==> src/hw/rtl/asc_pkg.sv <==
`default_nettype none
// ----------------------------------------------------------------------------
// asc_pkg
// shared types, field widths and command codes for the autoscaled strip chart
// ----------------------------------------------------------------------------
package asc_pkg;

  localparam int WIDTH_DEF       = 128;
  localparam int HEIGHT_DEF      = 64;
  localparam int SAMPLE_BITS_DEF = 16;

  localparam int NUM_AXES    = 3;
  localparam int AXIS_BITS   = 2;
  localparam int RAW_BITS    = 16;
  localparam int COL_BITS    = 7;
  localparam int ROW_BITS    = 7;
  localparam int QUEUE_DEPTH = 2;

  localparam logic REQ_PUSH = 1'b0;
  localparam logic REQ_READ = 1'b1;

  localparam logic [AXIS_BITS-1:0] AXIS_NONE = 2'd3;

  localparam logic [1:0] OP_PUSH = 2'd0;
  localparam logic [1:0] OP_READ = 2'd1;
  localparam logic [1:0] OP_FLAT = 2'd2;

  typedef struct packed {
    logic [1:0]           op;
    logic [AXIS_BITS-1:0] axis;
    logic [COL_BITS-1:0]  col;
  } cmd_t;

endpackage
`default_nettype wire

==> src/hw/rtl/asc_front.sv <==
`default_nettype none
// ----------------------------------------------------------------------------
// asc_front
// accepts transactions, classifies them, saturates samples and queues commands
// ----------------------------------------------------------------------------
module asc_front #(
  parameter int WIDTH       = asc_pkg::WIDTH_DEF,
  parameter int SAMPLE_BITS = asc_pkg::SAMPLE_BITS_DEF
) (
  input  wire                                  clk,
  input  wire                                  rst_n,
  input  wire                                  in_valid,
  output logic                                 in_stall,
  input  wire                                  in_req_type,
  input  wire  [asc_pkg::AXIS_BITS-1:0]        in_axis_sel,
  input  wire  signed [asc_pkg::RAW_BITS-1:0]  in_sample_raw,
  input  wire  [asc_pkg::COL_BITS-1:0]         in_column,
  output logic                                 q_valid,
  output asc_pkg::cmd_t                        q_cmd,
  output logic signed [SAMPLE_BITS-1:0]        q_sample,
  input  wire                                  q_pop
);

  localparam int DEPTH = asc_pkg::QUEUE_DEPTH;
  localparam int PTR_W = (DEPTH > 1) ? $clog2(DEPTH) : 1;
  localparam int CNT_W = $clog2(DEPTH + 1);
  localparam logic signed [32:0] SAT_MAX = 33'((64'sd1 <<< (SAMPLE_BITS - 1)) - 64'sd1);
  localparam logic signed [32:0] SAT_MIN = -SAT_MAX - 33'sd1;

  asc_pkg::cmd_t                 cmd_mem_r [DEPTH];
  logic signed [SAMPLE_BITS-1:0] smp_mem_r [DEPTH];
  logic [PTR_W-1:0]              wr_ptr_r;
  logic [PTR_W-1:0]              rd_ptr_r;
  logic [CNT_W-1:0]              count_r;
  logic [CNT_W-1:0]              count_nxt;

  logic signed [32:0]            raw_x;
  logic signed [32:0]            sat_x;
  logic                          col_ok;
  logic                          enq;
  asc_pkg::cmd_t                 cmd_in;

  // saturate to the stored sample width
  always_comb begin
    raw_x = 33'(in_sample_raw);
    if (raw_x > SAT_MAX) begin
      sat_x = SAT_MAX;
    end else if (raw_x < SAT_MIN) begin
      sat_x = SAT_MIN;
    end else begin
      sat_x = raw_x;
    end
  end

  // classify the transaction
  always_comb begin
    col_ok      = (32'(in_column) + 32'd1) < 32'(WIDTH);
    cmd_in.axis = in_axis_sel;
    cmd_in.col  = in_column;
    if (in_req_type == asc_pkg::REQ_PUSH) begin
      cmd_in.op = asc_pkg::OP_PUSH;
    end else if (in_axis_sel == asc_pkg::AXIS_NONE || !col_ok) begin
      cmd_in.op   = asc_pkg::OP_FLAT;
      cmd_in.axis = '0;
    end else begin
      cmd_in.op = asc_pkg::OP_READ;
    end
  end

  assign in_stall = (count_r == CNT_W'(DEPTH));
  // a push to the unused axis is dropped
  assign enq = in_valid && !in_stall &&
               !(in_req_type == asc_pkg::REQ_PUSH && in_axis_sel == asc_pkg::AXIS_NONE);

  assign q_valid  = (count_r != '0);
  assign q_cmd    = cmd_mem_r[rd_ptr_r];
  assign q_sample = smp_mem_r[rd_ptr_r];

  always_comb begin
    count_nxt = count_r;
    if (enq && !q_pop) begin
      count_nxt = count_r + CNT_W'(1);
    end else if (!enq && q_pop) begin
      count_nxt = count_r - CNT_W'(1);
    end
  end

  always_ff @(posedge clk) begin
    if (!rst_n) begin
      wr_ptr_r <= '0;
      rd_ptr_r <= '0;
      count_r  <= '0;
    end else begin
      count_r <= count_nxt;
      if (enq) begin
        wr_ptr_r <= (wr_ptr_r == PTR_W'(DEPTH - 1)) ? '0 : wr_ptr_r + PTR_W'(1);
      end
      if (q_pop) begin
        rd_ptr_r <= (rd_ptr_r == PTR_W'(DEPTH - 1)) ? '0 : rd_ptr_r + PTR_W'(1);
      end
    end
  end

  always_ff @(posedge clk) begin
    if (enq) begin
      cmd_mem_r[wr_ptr_r] <= cmd_in;
      smp_mem_r[wr_ptr_r] <= SAMPLE_BITS'(sat_x);
    end
  end

`ifndef SYNTHESIS
  a_pop_nonempty: assert property (@(posedge clk) disable iff (!rst_n)
    q_pop |-> count_r != '0)
    else $error("command popped from empty queue");
`endif

endmodule
`default_nettype wire

==> config.mk <==
export PLATFORM = sky130hd
export DESIGN_NAME = asc_front
export DESIGN_NICKNAME = d
export VERILOG_FILES = /design/src/hw/rtl/asc_pkg.sv /design/src/hw/rtl/asc_front.sv
export SDC_FILE = /design/constraint.sdc
export NUM_CORES = 1
export LEC_CHECK = 0
export BUFFER_PORTS_ARGS = -buffer_cell sky130_fd_sc_hd__buf_2
export CAP_MARGIN = 40
export CORE_ASPECT_RATIO = 1.1
export CORE_MARGIN = 5
export CORE_UTILIZATION = 48
export DETAILED_ROUTE_END_ITERATION = 6
export HOLD_SLACK_MARGIN = 0.08
export PLACE_DENSITY = 0.73
export SYNTH_ARGS = -nofsm -noshare
export SYNTH_HDL_FRONTEND = slang
export SYNTH_SLANG_ARGS = --single-unit
==> constraint.sdc <==
create_clock -name clk -period 4.4 [get_ports clk]
set_clock_uncertainty 0.05 [all_clocks]
set_input_delay 0.88 -clock clk [delete_from_list [all_inputs] [get_ports clk]]
set_output_delay 0.88 -clock clk [all_outputs]
set_load 0.02 [all_outputs]
==> impl_metrics.ini <==
[power_and_ir_drop]
power.total_mw = 1.327
vdd_drop_max_mv = 0.2045
cellLeakagePower_nw = 1.086
powerDensity_nw_per_um2 = 475.3

[global_route]
track_usage_pct = 14.17
grt_pass1_vias = 1328
grt_max_degree = 20
grt_pass1_wl_mm = 6.589
antenna_found_initial = 0
grt_overflow = 0

[setup_path]
slowest_delay_ps = 630
cp_data_arrival_time_ps = 1700
start_kind = flip-flop
crit_type = flip-flop to primary output
cpMaxStageDelayCell = dfxtp_1
path_cells = buf_16, mux2_2, buf_2
worstPathRequired_ps = 3470
cp_max_fo = 19
rrSetupSlack_ps = 2370
critPathCaptureType = primary output

[final_layout]
final_cells = 252
areaGrowthSynthToFinish_pct = 20.79
layout-drive-gt1-share_pct = 52.04
fin_nets = 222
final_cell_mix = 58 x buf_2, 54 x edfxtp_1, 27 x mux2_2
diodes = 0
layout_commonest_cell = buf_2
nFillCells = 359
finalInstanceArea_um2 = 2791

[placed_design]
gp_congestion = 0.7268
dp_hpwl_mm = 2.944
io_buffers = 58
dp_cells = 236
place_area_um2 = 2639

[yosys]
syn-cell-area_um2 = 2311
yosys_warnings = 0
syn_inst = 138
avgSynthCellArea_um2 = 16.75
ys_seq_area_share_pct = 74.50
yosys_register_bits = 59
synth_nets = 169
synthDistinctLibCells = 24

[sta]
worstMarginPinSlew_ps = 612.7
finalMaxSlewViolations = 0
maxSlewHeadroom_pct = 59.11
period_needed_ps = 2628
rsz0062_at_grt = no
report.final.setup_viol = 0
tns_ps = 0
max_freq_mhz = 380.5
finalCritPeriodShare_pct = 59.73
hold_violations = 0

[cts]
post-cts-setup-buffers = 0
clk_pin_slew_worst_paths_ps = 60
cts_root_buf = clkbuf_8
clk_path_buf_depth = 2
htree_levels = 3
cts_made_buffers = 9
postCtsHoldBufs = 0
cts_tree = done
clk_latency_ps = 330
post_cts_resized = 0
cts_num_sinks = 59

[drt]
drc_errors = 0
wl_per_cell_um = 16.52
drt_pass1_iterations = 4
drt-initial-drc-count = 90
ant_nets = 0
vias = 1253
wl_mm = 4.162
viasPerCell = 4.972

[die]
io_pins = 59
core_um2 = 4652
die_x_um = 76.16
die_y_um = 82.78
die_area_um2 = 6304
rows = 26
start_util_pct = 49.68

[outcome]
status = complete, no violations

[worst_hold_path]
hold_path.class = flip-flop to flip-flop

[job]
max_cap_violations = 0
==> synth_stat cells <==
cell,instances,area [um^2]
a211oi_1,2,15.01
a21boi_0,1,7.510
a21boi_1,1,7.510
and2_1,4,25.02
and3_1,1,6.260
and4_1,2,17.52
buf_2,1,5.000
buf_4,2,15.01
clkbuf_1,16,60.06
dfxtp_1,5,100.1
edfxtp_1,54,1622
ha_1,1,12.51
inv_1,6,22.52
mux2_2,27,304.0
mux2i_1,1,10.01
nand2_1,3,11.26
nand4_1,1,6.260
nor2_1,3,11.26
o21ai_0,1,5.000
o221ai_1,1,8.760
or2_2,1,6.260
or3_1,1,6.260
xnor2_1,1,8.760
xor2_1,2,17.52
==> registers in the layout (all words and copies together), names as in the netlist, named ones only <==
name,flops
rd_ptr_r,1
cmd_mem_r,22
wr_ptr_r,1
smp_mem_r,32
count_r,2
==> worst max-delay path: cells and delay by family (launching register included) <==
family | cells | cell delay [ps]
buf+inv | 2 | 380
mux | 1 | 360
flops | 1 | 630
==> cell type report <==
class	count	area, um^2	share of cell area, %
clock buffers	12	135.1	4.841
clock inverters	4	17.52	0.6275
inverters	6	22.52	0.8068
multi-input cells	54	491.7	17.62
flip-flops and latches	59	1722	61.68
well taps	56	70.07	2.510
repair buffers	61	332.8	11.92
==> metrics by stage <==
stage	setup WS [ps]	hold slack [ps]	util, %
4_1_cts	1738	456.7	60.01
2_1_floorplan	1614	401.4	-
3_3_place_gp	1764	420.0	56.13
5_1_grt	1669	472.9	60.01
3_5_place_dp	1717	448.9	56.72
6_report	1772	450.0	60.01
==> power breakdown <==
group	total, mW	leakage (nW)	switching [mW]	internal [mW]
clock	0.389	0.0792	0.191	0.199
combinational	0.237	0.462	0.141	0.0966
sequential	0.700	0.545	0.0213	0.679
==> layer usage <==
layer  wire length [um]  vias up  global-route usage, %
met5                  0        -                      0
met4                 51        0                  8.392
met3                291        8                  6.048
met2               2143       36                  23.12
met1               1675      607                  15.66
li1                   -      602                      -
==> final timing paths <==
check | from | cells past startpoint | to
setup / recovery | flip-flop | 3 | q_sample[10]
hold / removal | wr_ptr_r | 2 | wr_ptr_r
setup reg to reg | count_r[0] | 3 | cmd_mem_r[0][3]
hold reg to reg | wr_ptr_r | 2 | wr_ptr_r
==> cell families (layout without fill, tap and decap cells) <==
kind of cell,Yosys count,count (layout),share of synthesized area [%]
compound gates,6,6,1.895
buf+inv,25,83,4.439
xor+xnor,3,3,1.137
fa+ha+maj,1,1,0.5413
flops,59,59,74.50
mux,28,28,13.59
simple gates,16,16,3.899
Power figures use the tool's default switching activity.
